File: src/sv/bfr_pkg.sv
// Shared constants, types and helpers of the bilinear frame resampler.
package bfr_pkg;

   localparam int MAX_RANGE_BINS  = 1024;
   localparam int MAX_ANGLE_LINES = 256;
   localparam int FRAC_BITS       = 8;

   localparam int ACTION_W      = 1;
   localparam int WR_ANGLE_W    = 8;
   localparam int WR_RANGE_W    = 10;
   localparam int SAMPLE_W      = 8;
   localparam int RANGE_POS_W   = 19;
   localparam int ANGLE_POS_W   = 17;
   localparam int PIXEL_W       = 8;

   localparam int RANGE_REG_W   = 11;
   localparam int ANGLE_REG_W   = 9;
   localparam int CSR_INDEX_W   = 1;
   localparam int CSR_DATA_W    = 11;

   localparam logic [CSR_INDEX_W-1:0] CSR_RANGE_BINS  = 1'b0;
   localparam logic [CSR_INDEX_W-1:0] CSR_ANGLE_LINES = 1'b1;

   localparam logic [ACTION_W-1:0] ACTION_WRITE = 1'b0;
   localparam logic [ACTION_W-1:0] ACTION_QUERY = 1'b1;

   localparam int COL_W = (MAX_RANGE_BINS > 1) ? $clog2(MAX_RANGE_BINS) : 1;
   localparam int ROW_W = (MAX_ANGLE_LINES > 1) ? $clog2(MAX_ANGLE_LINES) : 1;

   localparam int BCOL_W     = (COL_W > 1) ? COL_W - 1 : 1;
   localparam int BROW_W     = (ROW_W > 1) ? ROW_W - 1 : 1;
   localparam int BANK_AW    = BROW_W + BCOL_W;
   localparam int BANK_DEPTH = 2 ** BANK_AW;
   localparam int NUM_BANKS  = 4;

   localparam int RINT_W = RANGE_POS_W - 1 - FRAC_BITS;
   localparam int AINT_W = ANGLE_POS_W - 1 - FRAC_BITS;

   localparam int QUEUE_DEPTH = 4;
   localparam int QPTR_W      = $clog2(QUEUE_DEPTH);
   localparam int QCNT_W      = $clog2(QUEUE_DEPTH + 1);

   typedef struct packed {
      logic                  is_query;
      logic                  wr_ok;
      logic                  zero;
      logic [ROW_W-1:0]      a1;
      logic [ROW_W-1:0]      a2;
      logic [COL_W-1:0]      r1;
      logic [COL_W-1:0]      r2;
      logic [FRAC_BITS-1:0]  fr;
      logic [FRAC_BITS-1:0]  fa;
      logic [SAMPLE_W-1:0]   sample;
   } cmd_type;

   function automatic int unsigned last_index(input int unsigned v, input int unsigned maxv);
      int unsigned res;
      if (v == 0) begin
         res = 0;
      end else if (v > maxv) begin
         res = maxv - 1;
      end else begin
         res = v - 1;
      end
      return res;
   endfunction

endpackage

File: src/sv/bfr_queue.sv
// Short command queue between the front end and the blending pipeline.
module bfr_queue (
   input  logic             clock,
   input  logic             reset,
   input  logic             push_valid,
   output logic             push_ready,
   input  bfr_pkg::cmd_type push_cmd,
   output logic             pop_valid,
   input  logic             pop_ready,
   output bfr_pkg::cmd_type pop_cmd
);
   import bfr_pkg::*;

   cmd_type           entries_ff [QUEUE_DEPTH];
   logic [QPTR_W-1:0] wr_ptr_ff, wr_ptr_in;
   logic [QPTR_W-1:0] rd_ptr_ff, rd_ptr_in;
   logic [QCNT_W-1:0] count_ff, count_in;
   logic              do_push, do_pop;

   assign push_ready = (count_ff != QCNT_W'(QUEUE_DEPTH));
   assign pop_valid  = (count_ff != '0);
   assign pop_cmd    = entries_ff[rd_ptr_ff];
   assign do_push    = push_valid && push_ready;
   assign do_pop     = pop_valid && pop_ready;

   always_comb begin
      wr_ptr_in = do_push ? QPTR_W'(wr_ptr_ff + 1'b1) : wr_ptr_ff;
      rd_ptr_in = do_pop ? QPTR_W'(rd_ptr_ff + 1'b1) : rd_ptr_ff;
      count_in  = count_ff;
      if (do_push && !do_pop) begin
         count_in = QCNT_W'(count_ff + 1'b1);
      end else if (do_pop && !do_push) begin
         count_in = QCNT_W'(count_ff - 1'b1);
      end
   end

   always_ff @(posedge clock) begin
      if (reset) begin
         wr_ptr_ff <= '0;
         rd_ptr_ff <= '0;
         count_ff  <= '0;
      end else begin
         wr_ptr_ff <= wr_ptr_in;
         rd_ptr_ff <= rd_ptr_in;
         count_ff  <= count_in;
      end
   end

   always_ff @(posedge clock) begin
      if (do_push) begin
         entries_ff[wr_ptr_ff] <= push_cmd;
      end
   end

endmodule

File: config.mk
export PLATFORM = sky130hd
export DESIGN_NAME = bfr_queue
export DESIGN_NICKNAME = d
export VERILOG_FILES = /design/src/sv/bfr_pkg.sv /design/src/sv/bfr_queue.sv
export SDC_FILE = /design/constraint.sdc
export NUM_CORES = 1
export LEC_CHECK = 0
export BUFFER_PORTS_ARGS = -buffer_cell sky130_fd_sc_hd__buf_4
export CORE_ASPECT_RATIO = 1.25
export CORE_MARGIN = 1
export CORE_UTILIZATION = 25
export DETAILED_ROUTE_END_ITERATION = 16
export PLACE_DENSITY = 0.37
export SLEW_MARGIN = 15
export SYNTH_ARGS = -nofsm -noshare
export SYNTH_HDL_FRONTEND = slang
export SYNTH_SLANG_ARGS = --single-unit
File: constraint.sdc
create_clock -name clock -period 4.1 [get_ports clock]
set_clock_uncertainty 0.2 [all_clocks]
set_input_delay 0.615 -clock clock [delete_from_list [all_inputs] [get_ports clock]]
set_output_delay 0.615 -clock clock [all_outputs]
set_load 0.02 [all_outputs]
==> out/qor.yml <==
grt_pass1_wl_um: 29950
gp_congestion: 0.6404
first_global_vias: 4880
reg2reg_slack_ns: 1.57
grt.overflow.total: 0
fin_nets: 603
area_growth_syn_to_layout_pct: 25.56
die_h_um: 221.4
yosys_warnings: 0
final_cell_mix: "252 x edfxtp_1, 134 x buf_4, 60 x mux4_2"
p_per_area_nw_per_um2: 652.3
fin_util_pct: 31.78
required_ns: 3.28
synthCells: 377
ys_seq_area_share_pct: 80.47
multiInputGateArea_um2: 1710
final_common_cell: "edfxtp_1"
vias: 4319
hold_viol: 0
clk_pin_slew_ns: 0.06
dp_hpwl_um: 11680
antenna_found_initial: 0
h-tree-depth: 1
grt.total_usage_pct: 10.41
cts_resized: 0
wl_um: 20120
antenna_left: 0
clkLatencyLatePin_ns: 0.54
viasPerCell: 4.137
cts.sinks: 261
nFillCells: 3674
io_pins: 132
syn-mean-instance-area_um2: 25.54
slew_headroom_pct: 28.55
die_area_um2: 39310
syn_nets: 450
numCtsBuffers: 28
drive_above_1_share_pct: 44.93
critPathArrivalTime_ns: 2.36
peakVddDrop_mv: 0.3198
drc: 0
fin_crit_ns: 3.179
p_leak_nw: 3.986
tightest_slew_ns: 1.072
ys_seq_elements: 261
worstSetupEndpointType: "output pin"
diodes: 0
worstSetupPathType: "flip-flop to output pin"
synth.cell_area_um2: 9628
critPathLaunchType: "flip-flop"
seq_area_um2: 7755
crit_path_max_fanout: 22
synth_cell_types: 24
io_buffers: 131
dpl-instance-area_um2: 11180
finalSetupViolations: 0
initialDrtViolationCount: 173
fin_tns_setup_ns: 0
dr.pass1.iters: 4
rsz0062_at_grt: "no"
outcome: "complete, no violations"
row_count: 80
grt_max_degree: 64
cts_tree: "yes"
post_cts_buffers: 0
fmax_mhz: 314.6
post-route-period-util_pct: 77.54
holdWs_ns: 0.07013
hold_buffers: 0
detailedPlace.worstSlack_ns: 1.376
setup_slack_ns: 0.9209
clockBufferDepth: 3
wire_per_inst_um: 19.27
hold_path_class: "primary input to flip-flop"
initial_core_util_pct: 25.31
slew_viol_final: 0
fin_area_um2: 12090
fp.dieW_um: 177.5
root_buffer: "clkbuf_16"
core_area_um2: 38040
drv_cap: 0
through the flow:
stage               instances  power, W
global placement          992  0.005526
CTS                      1044  0.008062
floorplan                 377  0.004777
global route             1044  0.008251
finish                   1044  0.007885
detailed placement        992  0.005544
registers in the layout, summed over array words and instances, names as in the netlist, named ones only:
| signal | count |
|---|---|
| count_ff | 3 |
| entries_ff | 252 |
| wr_ptr_ff | 2 |
| rd_ptr_ff | 2 |
final timing paths:
check | start | to | cells past startpoint
hold reg to reg | rd_ptr_ff[1] | rd_ptr_ff[1] | 2
hold / removal | push_cmd[11] | entries_ff[3][11] | 1
setup reg to reg | count_ff[0] | count_ff[2] | 8
setup / recovery | flip-flop | pop_cmd[58] | 3
per-layer routing:
metal  wire, um  up-vias  GRT usage, %  share of wire (%)
met3        998       24         2.234                5.0
li1           -     1911             -                  -
met1       7986     2288         11.96                 40
met4        410        0         3.695                2.0
met2      10730       96         18.78                 53
met5          0        -             0                  0
cell usage after synthesis:
cell / number / area share [%]
edfxtp_1: 252 / 79
mux4_2: 60 / 14
dfxtp_1: 9 / 1.9
nor2_1: 8 / 0.31
buf_12: 6 / 1.2
buf_2: 6 / 0.31
ha_1: 5 / 0.65
and2_1: 4 / 0.26
xor2_1: 4 / 0.36
inv_1: 3 / 0.12
mux4_1: 3 / 0.82
clkbuf_1: 2 / 0.078
mux2i_1: 2 / 0.21
nand2b_1: 2 / 0.13
or3_1: 2 / 0.13
a21boi_2: 1 / 0.12
a21oi_1: 1 / 0.052
buf_6: 1 / 0.12
fa_1: 1 / 0.21
mux2_2: 1 / 0.12
nand2_1: 1 / 0.039
o21ai_0: 1 / 0.052
o311ai_0: 1 / 0.091
o31ai_1: 1 / 0.078
where the power goes:
| group | leakage (nW) | internal [W] | total [W] | switching, W |
|---|---|---|---|---|
| clock | 0.442 | 0.00147 | 0.00248 | 0.00100 |
| combinational | 1.16 | 0.000964 | 0.00198 | 0.00102 |
| sequential | 2.38 | 0.00324 | 0.00343 | 0.000187 |
worst max-delay path: stages, from the launching register on:
cell     delay, ns
dfxtp_4       0.66
buf_4         0.39
mux4_1        0.59
buf_4         0.17
kinds of logic (layout without fill, tap and decap cells):
logic type	Yosys count	after routing	synth area share, %
DFF	261	261	80.47
muxes	66	66	15.18
buffers and inverters	18	193	1.871
and+or+nand+nor	17	17	0.8706
adders and majority gates	6	6	0.8577
AOI/OAI and AO/OA	5	5	0.3898
xor gates and xnor gates	4	4	0.3638
cell type report:
class	instances	area share (%)
Multi-Input combinational cell	98	14.15
Tap cell	492	5.092
Clock inverter	19	1.408
Inverter	3	0.09315
Timing Repair Buffer	138	8.984
Sequential cell	261	64.15
Clock buffer	33	6.127
Power figures use the tool's default switching activity.
