==> src/sv/bfr_pkg.sv <==
// Shared constants, types and helpers of the bilinear frame resampler.
package bfr_pkg;

   localparam int MAX_RANGE_BINS  = 1024;
   localparam int MAX_ANGLE_LINES = 256;
   localparam int FRAC_BITS       = 8;

   localparam int ACTION_W      = 1;
   localparam int WR_ANGLE_W    = 8;
   localparam int WR_RANGE_W    = 10;
   localparam int SAMPLE_W      = 8;
   localparam int RANGE_POS_W   = 19;
   localparam int ANGLE_POS_W   = 17;
   localparam int PIXEL_W       = 8;

   localparam int RANGE_REG_W   = 11;
   localparam int ANGLE_REG_W   = 9;
   localparam int CSR_INDEX_W   = 1;
   localparam int CSR_DATA_W    = 11;

   localparam logic [CSR_INDEX_W-1:0] CSR_RANGE_BINS  = 1'b0;
   localparam logic [CSR_INDEX_W-1:0] CSR_ANGLE_LINES = 1'b1;

   localparam logic [ACTION_W-1:0] ACTION_WRITE = 1'b0;
   localparam logic [ACTION_W-1:0] ACTION_QUERY = 1'b1;

   localparam int COL_W = (MAX_RANGE_BINS > 1) ? $clog2(MAX_RANGE_BINS) : 1;
   localparam int ROW_W = (MAX_ANGLE_LINES > 1) ? $clog2(MAX_ANGLE_LINES) : 1;

   localparam int BCOL_W     = (COL_W > 1) ? COL_W - 1 : 1;
   localparam int BROW_W     = (ROW_W > 1) ? ROW_W - 1 : 1;
   localparam int BANK_AW    = BROW_W + BCOL_W;
   localparam int BANK_DEPTH = 2 ** BANK_AW;
   localparam int NUM_BANKS  = 4;

   localparam int RINT_W = RANGE_POS_W - 1 - FRAC_BITS;
   localparam int AINT_W = ANGLE_POS_W - 1 - FRAC_BITS;

   localparam int QUEUE_DEPTH = 4;
   localparam int QPTR_W      = $clog2(QUEUE_DEPTH);
   localparam int QCNT_W      = $clog2(QUEUE_DEPTH + 1);

   typedef struct packed {
      logic                  is_query;
      logic                  wr_ok;
      logic                  zero;
      logic [ROW_W-1:0]      a1;
      logic [ROW_W-1:0]      a2;
      logic [COL_W-1:0]      r1;
      logic [COL_W-1:0]      r2;
      logic [FRAC_BITS-1:0]  fr;
      logic [FRAC_BITS-1:0]  fa;
      logic [SAMPLE_W-1:0]   sample;
   } cmd_type;

   function automatic int unsigned last_index(input int unsigned v, input int unsigned maxv);
      int unsigned res;
      if (v == 0) begin
         res = 0;
      end else if (v > maxv) begin
         res = maxv - 1;
      end else begin
         res = v - 1;
      end
      return res;
   endfunction

endpackage

==> src/sv/bfr_if.sv <==
// Handshake channels of the bilinear frame resampler: request, response and register write.
interface bfr_req_if;
   import bfr_pkg::*;
   logic                          valid;
   logic                          ready;
   logic [ACTION_W-1:0]           action;
   logic [WR_ANGLE_W-1:0]         write_angle_line;
   logic [WR_RANGE_W-1:0]         write_range_bin;
   logic [SAMPLE_W-1:0]           write_sample;
   logic signed [RANGE_POS_W-1:0] range_pos;
   logic signed [ANGLE_POS_W-1:0] angle_pos;
   logic                          mask_valid;

   modport source (output valid, output action, output write_angle_line,
                   output write_range_bin, output write_sample, output range_pos,
                   output angle_pos, output mask_valid, input ready);
   modport sink (input valid, input action, input write_angle_line,
                 input write_range_bin, input write_sample, input range_pos,
                 input angle_pos, input mask_valid, output ready);
endinterface


interface bfr_csr_if;
   import bfr_pkg::*;
   logic                   valid;
   logic                   ready;
   logic [CSR_INDEX_W-1:0] index;
   logic [CSR_DATA_W-1:0]  data;

   modport source (output valid, output index, output data, input ready);
   modport sink (input valid, input index, input data, output ready);
endinterface

==> src/sv/bfr_front.sv <==
// Front end: register writes, item decode, clamping of neighbour coordinates.
module bfr_front (
   input  logic             clock,
   input  logic             reset,
   bfr_req_if.sink          req_chan,
   bfr_csr_if.sink          csr_chan,
   output logic             push_valid,
   input  logic             push_ready,
   output bfr_pkg::cmd_type push_cmd
);
   import bfr_pkg::*;

   localparam int RC_W  = ((RINT_W > COL_W) ? RINT_W : COL_W) + 1;
   localparam int AC_W  = ((AINT_W > ROW_W) ? AINT_W : ROW_W) + 1;
   localparam int WRR_W = ((WR_ANGLE_W > ROW_W) ? WR_ANGLE_W : ROW_W) + 1;
   localparam int WRC_W = ((WR_RANGE_W > COL_W) ? WR_RANGE_W : COL_W) + 1;

   logic [COL_W-1:0]  cols_last_ff, cols_last_in;
   logic [ROW_W-1:0]  rows_last_ff, rows_last_in;
   logic [RINT_W-1:0] r_int;
   logic [AINT_W-1:0] a_int;
   logic              r_clamp, a_clamp;
   logic [COL_W-1:0]  qr1, qr2;
   logic [ROW_W-1:0]  qa1, qa2;
   logic [WRR_W-1:0]  wr_row;
   logic [WRC_W-1:0]  wr_col;
   logic              wr_in_bounds;

   assign csr_chan.ready = 1'b1;

   always_comb begin
      cols_last_in = cols_last_ff;
      rows_last_in = rows_last_ff;
      if (csr_chan.valid) begin
         unique case (csr_chan.index)
            CSR_RANGE_BINS: begin
               cols_last_in = COL_W'(last_index(32'(csr_chan.data[RANGE_REG_W-1:0]),
                                                MAX_RANGE_BINS));
            end
            CSR_ANGLE_LINES: begin
               rows_last_in = ROW_W'(last_index(32'(csr_chan.data[ANGLE_REG_W-1:0]),
                                                MAX_ANGLE_LINES));
            end
         endcase
      end
   end

   always_ff @(posedge clock) begin
      if (reset) begin
         cols_last_ff <= COL_W'(MAX_RANGE_BINS - 1);
         rows_last_ff <= ROW_W'(MAX_ANGLE_LINES - 1);
      end else begin
         cols_last_ff <= cols_last_in;
         rows_last_ff <= rows_last_in;
      end
   end

   assign r_int   = req_chan.range_pos[RANGE_POS_W-2:FRAC_BITS];
   assign a_int   = req_chan.angle_pos[ANGLE_POS_W-2:FRAC_BITS];
   assign r_clamp = RC_W'(r_int) >= RC_W'(cols_last_ff);
   assign a_clamp = AC_W'(a_int) >= AC_W'(rows_last_ff);
   assign qr1     = r_clamp ? cols_last_ff : COL_W'(r_int);
   assign qa1     = a_clamp ? rows_last_ff : ROW_W'(a_int);
   assign qr2     = r_clamp ? qr1 : COL_W'(qr1 + 1'b1);
   assign qa2     = a_clamp ? qa1 : ROW_W'(qa1 + 1'b1);

   assign wr_row       = WRR_W'(req_chan.write_angle_line);
   assign wr_col       = WRC_W'(req_chan.write_range_bin);
   assign wr_in_bounds = (wr_row < WRR_W'(MAX_ANGLE_LINES)) && (wr_col < WRC_W'(MAX_RANGE_BINS));

   always_comb begin
      push_cmd.is_query = (req_chan.action == ACTION_QUERY);
      push_cmd.wr_ok    = wr_in_bounds;
      push_cmd.zero     = !req_chan.mask_valid || req_chan.range_pos[RANGE_POS_W-1]
                          || req_chan.angle_pos[ANGLE_POS_W-1];
      push_cmd.fr       = req_chan.range_pos[FRAC_BITS-1:0];
      push_cmd.fa       = req_chan.angle_pos[FRAC_BITS-1:0];
      push_cmd.sample   = req_chan.write_sample;
      if (req_chan.action == ACTION_QUERY) begin
         push_cmd.a1 = qa1;
         push_cmd.a2 = qa2;
         push_cmd.r1 = qr1;
         push_cmd.r2 = qr2;
      end else begin
         push_cmd.a1 = wr_row[ROW_W-1:0];
         push_cmd.a2 = wr_row[ROW_W-1:0];
         push_cmd.r1 = wr_col[COL_W-1:0];
         push_cmd.r2 = wr_col[COL_W-1:0];
      end
   end

   assign push_valid     = req_chan.valid;
   assign req_chan.ready = push_ready;

endmodule

==> src/flat_wrapper.sv <==
// flat-port wrapper written by rule: the top's interface ports become plain ports
module bfr_front_flat import bfr_pkg::*;
  (clock, reset, push_valid, push_ready, push_cmd, req_chan_valid, req_chan_action, req_chan_write_angle_line, req_chan_write_range_bin, req_chan_write_sample, req_chan_range_pos, req_chan_angle_pos, req_chan_mask_valid, req_chan_ready, csr_chan_valid, csr_chan_index, csr_chan_data, csr_chan_ready);
  bfr_req_if req_chan_i ();
  bfr_csr_if csr_chan_i ();
  input  logic clock;
  input  logic reset;
  output logic push_valid;
  input  logic push_ready;
  output bfr_pkg::cmd_type push_cmd;
  input wire logic [$bits(req_chan_i.valid)-1:0] req_chan_valid;
  input wire logic [$bits(req_chan_i.action)-1:0] req_chan_action;
  input wire logic [$bits(req_chan_i.write_angle_line)-1:0] req_chan_write_angle_line;
  input wire logic [$bits(req_chan_i.write_range_bin)-1:0] req_chan_write_range_bin;
  input wire logic [$bits(req_chan_i.write_sample)-1:0] req_chan_write_sample;
  input wire logic [$bits(req_chan_i.range_pos)-1:0] req_chan_range_pos;
  input wire logic [$bits(req_chan_i.angle_pos)-1:0] req_chan_angle_pos;
  input wire logic [$bits(req_chan_i.mask_valid)-1:0] req_chan_mask_valid;
  output wire logic [$bits(req_chan_i.ready)-1:0] req_chan_ready;
  input wire logic [$bits(csr_chan_i.valid)-1:0] csr_chan_valid;
  input wire logic [$bits(csr_chan_i.index)-1:0] csr_chan_index;
  input wire logic [$bits(csr_chan_i.data)-1:0] csr_chan_data;
  output wire logic [$bits(csr_chan_i.ready)-1:0] csr_chan_ready;
  assign req_chan_i.valid = req_chan_valid;
  assign req_chan_i.action = req_chan_action;
  assign req_chan_i.write_angle_line = req_chan_write_angle_line;
  assign req_chan_i.write_range_bin = req_chan_write_range_bin;
  assign req_chan_i.write_sample = req_chan_write_sample;
  assign req_chan_i.range_pos = req_chan_range_pos;
  assign req_chan_i.angle_pos = req_chan_angle_pos;
  assign req_chan_i.mask_valid = req_chan_mask_valid;
  assign req_chan_ready = req_chan_i.ready;
  assign csr_chan_i.valid = csr_chan_valid;
  assign csr_chan_i.index = csr_chan_index;
  assign csr_chan_i.data = csr_chan_data;
  assign csr_chan_ready = csr_chan_i.ready;
  bfr_front u_core (.clock(clock), .reset(reset), .req_chan(req_chan_i), .csr_chan(csr_chan_i), .push_valid(push_valid), .push_ready(push_ready), .push_cmd(push_cmd));
endmodule
==> config.mk <==
export PLATFORM = sky130hd
export DESIGN_NAME = bfr_front_flat
export DESIGN_NICKNAME = d
export VERILOG_FILES = /design/src/sv/bfr_pkg.sv /design/src/sv/bfr_if.sv /design/src/sv/bfr_front.sv /design/src/flat_wrapper.sv
export SDC_FILE = /design/constraint.sdc
export NUM_CORES = 1
export LEC_CHECK = 0
export ABC_AREA = 1
export BUFFER_PORTS_ARGS = -buffer_cell sky130_fd_sc_hd__buf_2
export CAP_MARGIN = 20
export CORE_MARGIN = 2
export CORE_UTILIZATION = 45
export DETAILED_ROUTE_END_ITERATION = 8
export PLACE_DENSITY = 0.82
export SLEW_MARGIN = 20
export SYNTH_ARGS = -nofsm -noshare
export SYNTH_HDL_FRONTEND = slang
export SYNTH_SLANG_ARGS = --single-unit
==> constraint.sdc <==
create_clock -name clock -period 3.4 [get_ports clock]
set_input_delay 0.68 -clock clock [delete_from_list [all_inputs] [get_ports clock]]
set_output_delay 0.68 -clock clock [all_outputs]
set_load 0.02 [all_outputs]
==> flow_summary.ini, run 1 <==
[worst_setup_path]
r2r_setup_slack_ns = 2.60
reg2reg_to = u_core.rows_last_ff[3]
reg2reg_from = u_core.rows_last_ff[3]
reg2regPathDepth = 1
cp.arrival_ns = 2.65
path_max_fanout = 7
critPathMaxStageDelay_ns = 0.32
cp-start-kind = primary input
critPathSlowestCell = ha_1
path_class = primary input to primary output
end_kind = primary output
cp.required_ns = 2.72
crit_chain = buf_2 -> ha_1 -> nand2_2 -> inv_1 -> nand2_1 -> nand2_1 -> nand2_4 -> nand3_4 -> nand2_4 -> nand2_2 -> inv_2 -> ha_4 -> nand3_2 -> nor2_2 -> xnor2_1 -> o21ai_0 -> buf_2

[hold_path]
hold_path_startpoint = u_core.cols_last_ff[7]
hold_class = flop to flop
min_path_cells = 2
hold-path-endpoint = u_core.cols_last_ff[7]

[timing]
fmax_ghz = 0.300
finalCritPeriodShare = 0.980
slew_headroom = 0.585
fin_skew_ns = 0
worstMarginPinSlew_ns = 0.622
fin_crit_ns = 3.33
hold_violations = 0
rsz0062_at_grt = true
setup_viol = 0
slew_violations = 0

[pwr]
p_leak_nw = 1.86
power_w = 0.000907
p_per_area_mw_per_mm2 = 282
irDropWorstVdd_uv = 179

[synthesis]
seq_area_frac_synth = 0.139
syn_area_per_cell_um2 = 5.92
netlist_area_mm2 = 0.00259
synth_warnings = 0
ys_ff_latch = 18
synth_cell_type_count = 36
syn_inst = 437

[final_layout]
final_cells = 582
fill_cells = 552
final_cell_mix = 133 x nand2_1, 89 x buf_2, 52 x inv_1
antennaDiodeCount = 0
area_delta_synth_final_pct = 24.3
layout.nets = 613
mostFrequentLayoutCell = nand2_1
layout-drive-gt1-share = 0.320

[clock_tree]
clock_latency_ns = 0.25
cts.sinks = 18
ctsRootBufferMaster = clkbuf_8
cts_tree = built
clk_pin_slew_ns = 0.06
clockBufferDepth = 2
cts_buffers = 3
htree_levels = 1

[die]
die_area_mm2 = 0.00637
core_mm2 = 0.00554
die_y_um = 79.8
start_util = 0.467
pin_count = 147
die_width_um = 79.8
rows = 27

[grt]
grt_pass1_wl_um = 10700
grt_pass1_vias = 2558
grt_max_degree = 20
antenna_found_initial = 0
grt.total_usage = 0.204
grt_overflow = 0

[routing]
avgRoutedWirePerCell_um = 12.3
drt_pass1_iterations = 4
wl_um = 7150
via_count = 2998
drtAntennaViolNets = 0
viasPerCell = 5.15
drc = 0
drtIter0Drc = 146

[run]
maxCapViolCount = 0

[place]
io_buffers = 92
hpwl_um = 5570
gp_congestion = 0.950
dp_cells = 567

[status]
status = complete, no violations
==> registers in the layout (all words and copies together) (netlist names) <==
name / count
u_core.rows_last_ff: 8
u_core.cols_last_ff: 10
==> worst max path at each step <==
stage                                      start      endpoint  slack, ns  depth (start not counted)
after floorplan           req_chan_angle_pos[15]  push_cmd[48]       0.14                         12
after global placement    req_chan_angle_pos[15]  push_cmd[50]       0.12                         16
after detailed placement  req_chan_angle_pos[15]  push_cmd[50]     -0.005                         16
after CTS                 req_chan_angle_pos[15]  push_cmd[50]       0.01                         17
after global routing      req_chan_angle_pos[10]  push_cmd[47]      -0.09                         16
final                     req_chan_angle_pos[10]  push_cmd[48]       0.07                         17
==> critical path: cells and delay by family <==
family | cells | cell delay, ns
xor gates and xnor gates | 1 | 0.07
and+or+nand+nor | 9 | 0.87
adders and majority gates | 2 | 0.46
buffers and inverters | 4 | 0.44
AOI/OAI and AO/OA | 1 | 0.13
==> cells by family after synthesis <==
family          share of synthesized area
other cells                       0.00145
buf+inv                             0.185
fa+ha+maj                           0.102
simple gates                        0.397
compound gates                      0.141
flops                               0.139
xor+xnor                           0.0339
==> where the power goes <==
part | switching, W | internal (W)
logic | 0.000313 | 0.000186
clock network | 0.0000689 | 0.000103
registers | 0.0000113 | 0.000225
==> metrics by stage <==
step	utilization	cell area, µm²	hold WS (ns)	setup slack [ns]	TNS [ns]
floorplan	-	2590	0.440	0.136	0
global placement	0.524	2900	0.456	0.116	0
detailed placement	0.524	2900	0.458	-0.00521	-0.00927
CTS	0.534	2960	0.475	0.0123	0
global route	0.580	3220	0.489	-0.0875	-0.327
finish	0.580	3220	0.471	0.0689	0
==> cell type report <==
| class | instances | area, µm² | share of cell area |
|---|---|---|---|
| multi-input combinational | 326 | 1930 | 0.600 |
| timing repair buffer | 104 | 558 | 0.174 |
| sequential | 18 | 360 | 0.112 |
| inverter | 58 | 221 | 0.0689 |
| tap | 72 | 90.1 | 0.0280 |
| clock buffer | 4 | 55.1 | 0.0171 |
==> metal layers <==
layer,share of wire,global-route usage,wire [µm]
met1,0.41,0.258,2950
met2,0.48,0.355,3420
met3,0.077,0.0192,550
met4,0.032,0.0814,227
met5,0,0,0
==> Yosys cell counts, drive strengths merged <==
cell type  instances  share of area
nand2            149           0.22
inv               57          0.083
nor2              38          0.069
buf               32          0.092
o21ai             29          0.058
nand3             24          0.062
a21oi             22          0.044
ha                21           0.10
dfxtp             18           0.14
nand4             10          0.024
xor2               7          0.024
clkbuf             6         0.0087
a221o              5          0.019
nor3               3         0.0097
o211ai             3         0.0087
xnor2              3          0.010
a21o               2         0.0058
or2                2         0.0048
clkinv             1         0.0014
conb               1         0.0014
nand3b             1         0.0029
o21a               1         0.0029
o31ai              1         0.0029
or3b               1         0.0034
==> timing repair <==
action                                  4_1_cts  5_1_grt
setup buffers                                 0        9
gates cloned                                  0        2
pin swaps                                     1       15
endpoints found under the setup margin        2       11
resized for setup                             0       39
hold buffers                                  0        0
No activity file was read; power rests on OpenSTA's default activity.
==> run 2, diff against run 1 <==
--- a/config.mk
+++ b/config.mk
@@ -5,7 +5,7 @@
 export SDC_FILE = /design/constraint.sdc
 export NUM_CORES = 1
 export LEC_CHECK = 0
-export ABC_AREA = 1
+export ABC_AREA = 0
 export BUFFER_PORTS_ARGS = -buffer_cell sky130_fd_sc_hd__buf_2
 export CAP_MARGIN = 20
 export CORE_MARGIN = 2
==> flow_summary.ini, run 2 <==
[status]
status = finished, violations left
violations = negative setup slack

[place]
io_buffers = 92
dp_cells = 465
gp_congestion = 0.911
dpl_cell_area_mm2 = 0.00299
hpwl_um = 5290

[synthesis]
synth.area.top_cells = dfxtp_1 14%, ha_1 10%, buf_4 8.7%
synth_cell_type_count = 48
synthArstFlopShare = 0
syn_area_per_cell_um2 = 7.66
synth_edf_count = 0
syn_inst = 327
yosysTopAreaCell = dfxtp_1
seq_area_frac_synth = 0.144
synth_top_area_share = 0.144
synthTopCellsByCount = 29 x buf_4, 29 x nand2_1, 24 x inv_1
ys_ff_latch = 18
netlist_area_mm2 = 0.00251
synth_ff_type = dfxtp_1
synth_warnings = 0

[clock_tree]
cts_tree = built
clk_pin_slew_ns = 0.06
cts_buffers = 3
clock_latency_ns = 0.25
htree_levels = 1
cts.sinks = 18
postCtsHoldBufs = 0
clockBufferDepth = 2
ctsRootBufferMaster = clkbuf_8

[die]
rows = 27
start_util = 0.461
core_mm2 = 0.00544
die_width_um = 78.6
die_area_mm2 = 0.00618
die_y_um = 78.6
pin_count = 147

[pwr]
irDropWorstVdd_uv = 147
p_sw_w = 0.000340
p_per_area_mw_per_mm2 = 274
power.sequential.fraction = 0.271
combPwrFrac = 0.532
p_leak_nw = 1.51
p_sw_frac = 0.392
clockPowerShare = 0.197
p_int_w = 0.000527

[final_layout]
fill_cells = 493
seq_area_um2 = 360
regMostFlops = u_core.cols_last_ff
final_cell_mix = 87 x buf_2, 29 x nand2_1, 24 x buf_4
antennaDiodeCount = 0
fin_area_mm2 = 0.00316
final_cells = 473
mostFrequentLayoutCell = buf_2
layout-drive-gt1-share = 0.369
reg_top3 = u_core.cols_last_ff x10, u_core.rows_last_ff x8
multi_input_area_mm2 = 0.00191
area_delta_synth_final_pct = 26.2
layout.nets = 504
largest_register_ffs = 10

[worst_setup_path]
cp.required_ns = 2.72
path_max_fanout = 4
cp_top_family = compound AO/OA/AOI/OAI gates
critPathSlowestCell = a221oi_4
path_class = primary input to primary output
critPathMaxStageDelay_ns = 0.36
cp.arrival_ns = 2.84
end_kind = primary output
cp-start-kind = primary input
crit_chain = buf_6 -> ha_4 -> a21o_1 -> a21o_1 -> a221oi_4 -> mux2_4 -> ha_4 -> nand3_2 -> xnor2_1 -> nand3_1 -> o311ai_4 -> buf_6
crit_buf_inv = 2

[grt]
grt_pass1_wl_um = 10700
grt_max_degree = 45
grt_pass1_vias = 2419
grt_overflow = 0
antenna_found_initial = 0
grt.total_usage = 0.207

[timing]
fin_skew_ns = 0
setup_ws_ns = -0.115
setup_viol = 3
slew_violations = 0
fmax_ghz = 0.284
finalCritPeriodShare = 1.03
fin_crit_ns = 3.52
rsz0062_at_grt = true
hold_violations = 0

[routing]
wl_um = 6620
viasPerCell = 5.70
drc = 0
drtIter0Drc = 156
via_count = 2697
avgRoutedWirePerCell_um = 14.0
drtAntennaViolNets = 0
drt_pass1_iterations = 4

[hold_path]
hold_class = flop to flop

[run]
maxCapViolCount = 0
-- run 2: changes by cell type after synthesis, sizes merged, moves of 6 or more --
cell | before | now
a311o | 0 | 17
o21ai | 29 | 14
nand4 | 10 | 4
nor2b | 0 | 10
o311ai | 0 | 13
xnor2 | 3 | 11
a211oi | 0 | 11
nand2 | 149 | 29
clkbuf | 6 | 13
inv | 57 | 24
nor2 | 38 | 9
-- run 2: power groups by stage --
| stage | Sequential, W | Combinational [W] | Clock, W |
|---|---|---|---|
| floorplan | 0.000235 | 0.000330 | 0 |
| global placement | 0.000238 | 0.000424 | 0 |
| detailed placement | 0.000239 | 0.000434 | 0 |
| CTS | 0.000234 | 0.000449 | 0.000174 |
| global route | 0.000236 | 0.000502 | 0.000181 |
| finish | 0.000235 | 0.000462 | 0.000171 |
-- run 2: repair_timing --
| action | CTS | global route |
|---|---|---|
| endpoints found under the setup margin | 4 | 5 |
| buffers inserted | 2 | 2 |
| gates resized for setup | 10 | 9 |
| pin swaps | 9 | 11 |
| hold endpoints to repair | 0 | 0 |
-- run 2: logic make-up (layout without fill, tap and decap cells) --
kind of cell	count (synthesis)	after routing	share of synthesized area
muxes	4	4	0.0170
buffers and inverters	70	143	0.150
DFF	18	18	0.144
AOI/OAI and AO/OA	97	97	0.305
adders and majority gates	23	23	0.113
xor gates and xnor gates	20	20	0.0699
other	1	2	0.00150
and+or+nand+nor	94	94	0.201
-- run 2: worst paths after layout --
| check | startpoint | end | slack, ns | depth (start not counted) |
|---|---|---|---|---|
| worst max-delay path | req_chan_angle_pos[13] | push_cmd[48] | -0.12 | 12 |
| worst min-delay path | u_core.cols_last_ff[8] | u_core.cols_last_ff[8] | 0.46 | 2 |
| worst max register to register | u_core.cols_last_ff[9] | u_core.cols_last_ff[9] | 2.51 | 3 |
| worst min register to register | u_core.cols_last_ff[8] | u_core.cols_last_ff[8] | 0.46 | 2 |
-- run 2: area by class of cell --
class,count,share of cell area
clock buffer,4,0.0174
inverter,24,0.0285
multi-input combinational,240,0.603
sequential,18,0.114
tap,72,0.0285
timing repair buffer,115,0.209
-- run 2: stage by stage --
stage	setup WS, ns	total power (W)	hold slack, ns	util	setup TNS (ns)
floorplan	-0.0193	0.000565	0.430	-	-0.0193
global placement	-0.169	0.000662	0.448	0.550	-0.390
detailed placement	-0.223	0.000672	0.454	0.550	-0.612
CTS	-0.133	0.000857	0.469	0.572	-0.378
global route	-0.186	0.000919	0.519	0.582	-0.519
finish	-0.115	0.000867	0.463	0.582	-0.230
-- run 2: worst min-delay path, stage by stage, from the launching register on --
cell and delay (ns):
dfxtp_1 0.33, a21oi_1 0.06, nand2_1 0.05
-- run 2: per-layer routing --
layer	wire, µm	part of all wire	global-route usage
met4	153	0.023	0.0807
met5	0	0	0
met1	2940	0.44	0.272
met2	3070	0.46	0.339
met3	451	0.068	0.0287
